<file path="src/tfsl_pkg.sv">
`timescale 1ns / 1ps
package tfsl_pkg;

  localparam int COORD_BITS      = 16;
  localparam int LIGHT_FRAC_BITS = 15;

  localparam int DIFF_W = COORD_BITS + 1;
  localparam int PROD_W = 2 * DIFF_W;
  localparam int NRM_W  = PROD_W + 1;
  localparam int MAG_W  = PROD_W;
  localparam int HALF_W = (MAG_W + 1) / 2;
  localparam int PP_W   = 2 * HALF_W;
  localparam int SQ_W   = 2 * MAG_W;
  localparam int SUM_W  = SQ_W + 2;
  localparam int Q_W    = LIGHT_FRAC_BITS + 1;
  localparam int POS_W  = $clog2(Q_W);
  localparam int SH_W   = $clog2(2 * Q_W + 2);
  localparam int T_SH   = 2 * LIGHT_FRAC_BITS + 2;
  localparam int ACC_W  = SUM_W + 2 * LIGHT_FRAC_BITS + 6;
  localparam int FRONT_STAGES = 6;

  typedef logic signed [ACC_W-1:0] acc_t;

  typedef struct packed {
    logic             valid;
    logic             deg;
    logic             neg;
    logic [SUM_W-1:0] s;
    acc_t             r;
    acc_t             p;
    logic [Q_W-1:0]   q;
  } tfsl_beat_t;

endpackage

</file>
<file path="src/tfsl_cell.sv">
`timescale 1ns / 1ps
module tfsl_cell (
  input  logic                        clk,
  input  logic                        rst,
  input  logic                        adv,
  input  logic [tfsl_pkg::POS_W-1:0]  bit_pos,
  input  tfsl_pkg::tfsl_beat_t        beat_in,
  output tfsl_pkg::tfsl_beat_t        beat_out
);

  logic [tfsl_pkg::SH_W-1:0] sh1;
  logic [tfsl_pkg::SH_W-1:0] sh2;
  logic [tfsl_pkg::SH_W-1:0] sh3;
  tfsl_pkg::acc_t            s_ext;
  tfsl_pkg::acc_t            d;
  tfsl_pkg::acc_t            r_try;
  tfsl_pkg::tfsl_beat_t      beat_next;

  always_comb begin
    sh1   = tfsl_pkg::SH_W'(bit_pos) + tfsl_pkg::SH_W'(1);
    sh2   = tfsl_pkg::SH_W'(bit_pos) + tfsl_pkg::SH_W'(2);
    sh3   = tfsl_pkg::SH_W'({bit_pos, 1'b0}) + tfsl_pkg::SH_W'(2);
    s_ext = tfsl_pkg::acc_t'({{(tfsl_pkg::ACC_W-tfsl_pkg::SUM_W){1'b0}}, beat_in.s});
    d     = (beat_in.p <<< sh2) + (s_ext <<< sh3);
    r_try = beat_in.r - d;
    beat_next = beat_in;
    if (!r_try[tfsl_pkg::ACC_W-1]) begin
      beat_next.r = r_try;
      beat_next.p = beat_in.p + (s_ext <<< sh1);
      beat_next.q = beat_in.q | (tfsl_pkg::Q_W'(1) << bit_pos);
    end
  end

  always_ff @(posedge clk) begin
    if (rst) begin
      beat_out.valid <= 1'b0;
    end else if (adv) begin
      beat_out <= beat_next;
    end
  end

endmodule

</file>
<file path="config.mk">
export PLATFORM = sky130hd
export DESIGN_NAME = tfsl_cell
export DESIGN_NICKNAME = d
export VERILOG_FILES = /design/src/tfsl_pkg.sv /design/src/tfsl_cell.sv
export SDC_FILE = /design/constraint.sdc
export NUM_CORES = 2
export LEC_CHECK = 0
export ABC_CLOCK_PERIOD_IN_PS = 16900
export BUFFER_PORTS_ARGS = -buffer_cell sky130_fd_sc_hd__buf_2
export CORE_MARGIN = 2
export CORE_UTILIZATION = 54
export DETAILED_ROUTE_END_ITERATION = 7
export PLACE_DENSITY = 0.79
export REMOVE_ABC_BUFFERS = 1
export SYNTH_ARGS = -nofsm -noshare
export SYNTH_HDL_FRONTEND = slang
export SYNTH_SLANG_ARGS = --single-unit
</file>
<file path="constraint.sdc">
create_clock -name clk -period 16.9 [get_ports clk]
set_clock_uncertainty 0.05 [all_clocks]
set_input_delay 3.38 -clock clk [delete_from_list [all_inputs] [get_ports clk]]
set_output_delay 3.38 -clock clk [all_outputs]
set_load 0.03 [all_outputs]
</file>
==> run_results.csv <==
group,metric,value,unit
timing,slew_headroom,20.0,%
clock_tree,clock_sinks,301,
timing,slew_viol_final,0,
floorplanning,die_width,276,um
synthesis,yosysTopAreaCellShare,22.5,%
routing,ant_nets,0,
finish,syn2layout_area_growth,10.9,%
finish,post-route-util,60.7,%
synthesis,synth_area_per_cell,7.83,um2
synthesis,async_reset_ff_share,0,%
critical_path,crit_path_end_kind,"register",
timing,tightest_slew,1.17,ns
floorplanning,rows,99,
timing,hold_viol,0,
grt,antenna_found_initial,23,
finish,fin_area,44400,um2
finish,nets,6064,
clock_tree,root_buffer,"clkbuf_16",
routing,wl_per_cell,26.6,um
placed_design,place_ws,4.22,ns
placed_design,dp_hpwl,139,mm
timing,fin_hold_ws,0.442,ns
synthesis,ys_ff_latch,301,
routing,avgViaCountPerCell,6.61,
run,cap_viol_max_count,0,
synthesis,synth-main-ff-cell,"edfxtp_1",
timing,rsz0062_at_grt,"no",
grt,grt_pass1_vias,39400,
synthesis,post-synth-top-area-cell,"edfxtp_1",
finish,drive_gt1_share,16.3,%
power_and_ir_drop,powerDensity,150,nW/um2
timing,setup_slack,4.53,ns
critical_path,critPathTopFamily,"buffers and inverters",
clock_tree,postCtsSetupBuffers,0,
timing,setup_violations,0,
critical_path,critPathKind,"in2reg",
clock_tree,numCtsBuffers,35,
critical_path,cp.required,17.20,ns
critical_path,arrival,12.67,ns
grt,gr-usage-all-layers,42.9,%
floorplanning,core_region_area,73200,um2
timing,fin_crit,12.37,ns
synthesis,synth_area,40000,um2
synthesis,syn_inst,5113,
clock_tree,clk_path_buf_depth,3,
finish,regMostFlops,"beat_out",
routing,routed_wl,171,mm
synthesis,yosysSeqAreaShare,22.5,%
finish,largest_register_ffs,301,
finish,fillerInstances,6841,
critical_path,cp-start-kind,"input port",
placed_design,portBuffers,608,
timing,fmax,0.0808,GHz
worst_hold_path,hp-class,"reg2reg",
routing,first_pass_iters,6,
clock_tree,cts_tree,"done",
grt,grt-ovfl-total,0,
synthesis,yosysUniqueCellTypes,84,
routing,dr.max_layer_used,"met5",
grt,grt_pass1_wl,249,mm
power_and_ir_drop,peakVddDrop,274,uV
floorplanning,dieArea,76400,um2
routing,route.detailed.drc,0,
power_and_ir_drop,power_leakage,19.3,nW
placed_design,place.detailed.instances,6356,
status,status,"finished, final reports clean",
critical_path,crit_chain,"buf_8, inv_4, ha_4, buf_4, mux2_2, nand2_1, o21ai_0, o21ai_0, o21ai_0, mux2i_1, fa_1, ha_1, nand4_1, nor4_1, and3_1, a21oi_1, o31ai_1, a31o_1, o21ba_1, or3_1, nand3_4, buf_4, buf_4, mux2_2",
clock_tree,cts_htree_levels,2,
routing,via_count,42500,
routing,first_iter_violations,7235,
routing,wl_met1,68.9,mm
finish,finalNonFillerCells,6428,
clock_tree,path_clk_slew,0.06,ns
placed_design,place.gp.congestion,1.04,
floorplanning,dieHeight,276,um
critical_path,cp_slowest_stage_delay,1.00,ns
synthesis,synth_warnings,0,
routing,met3_length,22.1,mm
synthesis,synth_area_leaders,"edfxtp_1 22%, nor2_1 7.7%, mux2i_1 7.3%",
synthesis,synth_edf_count,300,
clock_tree,cts_resized,0,
floorplanning,initial_core_util,54.7,%
finish,largestRegisters,"beat_out x301",
floorplanning,io-pin-count,609,
placed_design,dpl-instance-area,43300,um2
critical_path,cp_slowest_cell,"ha_4",
critical_path,critPathBufInv,5,
grt,grt_max_degree,205,
clock_tree,clk_latency,0.59,ns
routing,wl_met2,72.6,mm
critical_path,path_max_fanout,106,
timing,finalCritPeriodShare,73.2,%
clock_tree,ctsHoldBuffers,0,
-- path summary, 6_finish.rpt --
path                 startpoint             to  slack [ns]  depth (start not counted)
hold / removal    beat_out[300]  beat_out[300]        0.44                          2
setup / recovery     bit_pos[0]   beat_out[58]        4.53                         24
setup reg to reg  beat_out[300]  beat_out[300]       16.27                          2
hold reg to reg   beat_out[300]  beat_out[300]        0.44                          2
-- layer usage --
metal,track usage [%],vias up
li1,-,19100
met1,60.6,20100
met2,63.7,2901
met3,10.0,392
met4,16.6,22
met5,0,-
-- report_power, final --
part | switching [mW] | internal (mW)
registers | 0.0488 | 1.17
logic | 3.11 | 1.55
clock network | 0.335 | 0.437
total | 3.50 | 3.16
-- worst reg2reg max path, cell delays in order, from the launching register on --
cell,delay (ns)
dfxtp_1,0.31
mux2i_1,0.12
nor2_1,0.05
-- stage by stage --
stage / setup TNS, ns / power (mW)
6_report: 0 / 6.65
5_1_grt: 0 / 7.04
4_1_cts: 0 / 6.52
3_5_place_dp: 0 / 5.72
3_3_place_gp: 0 / 5.70
2_1_floorplan: -995.47 / 4.67
-- cell usage after synthesis (7+ instances only) --
cell and number:
o211ai_1 25, buf_2 39, ha_1 216, xnor2_1 115, nor3_1 44, a211o_1 9, o21a_1 20, buf_1 60
a22oi_1 7, and2_1 33, inv_1 152, a21oi_1 576, a31oi_1 62, nand2_1 568, o22ai_1 23, fa_1 106
o31ai_1 20, nor4_1 19, nand2b_1 63, a211oi_1 26, and3_1 29, nor2b_1 21, mux2_2 54, or2_2 10
a21o_1 161, nand4_1 76, o21ai_0 432, edfxtp_1 300, clkbuf_1 251, and4_1 10, mux2i_1 294, nand3_1 68
xor2_1 89, mux4_2 94, a221oi_1 8, a31o_2 18, nor2_1 825, o21bai_1 70, or3_1 13
-- cell families (layout without fill, tap and decap cells) --
kind of cell / Yosys count / after routing / synth area share (%)
compound gates: 1538 / 1538 / 22.7
xor+xnor: 204 / 204 / 4.46
fa+ha+maj: 322 / 322 / 12.0
buf+inv: 510 / 855 / 4.98
flops: 301 / 301 / 22.5
mux: 442 / 442 / 14.2
other cells: 0 / 11 / 0
simple gates: 1796 / 1796 / 19.2
-- final cells by class --
type	count	area (um2)	area share, %
multi-input combinational	4302	29200	65.6
sequential	301	9030	20.3
timing repair buffer	638	3310	7.44
tap	959	1200	2.70
clock buffer	40	916	2.06
inverter	156	591	1.33
clock inverter	21	206	0.465
antenna	11	27.5	0.0620
-- layout by cell type, fill, tap and decap left out, drive strengths merged, types with 20 or more instances in the layout --
cell type and instances:
nor3 45, edfxtp 300, o21ai 438, o31ai 21
nand3 68, mux2i 294, mux2 54, a21o 161
xnor2 115, a211oi 26, and3 29, nand2 568
nor4 20, clkbuf 40, a31oi 63, o211ai 26
o21bai 70, nand2b 63, buf 638, nand4 76
mux4 94, nor2 825, o22ai 23, nor2b 21
and2 35, fa 106, a21oi 576, ha 216
o21a 20, xor2 89, inv 158
No activity file was read; power rests on OpenSTA's default activity.
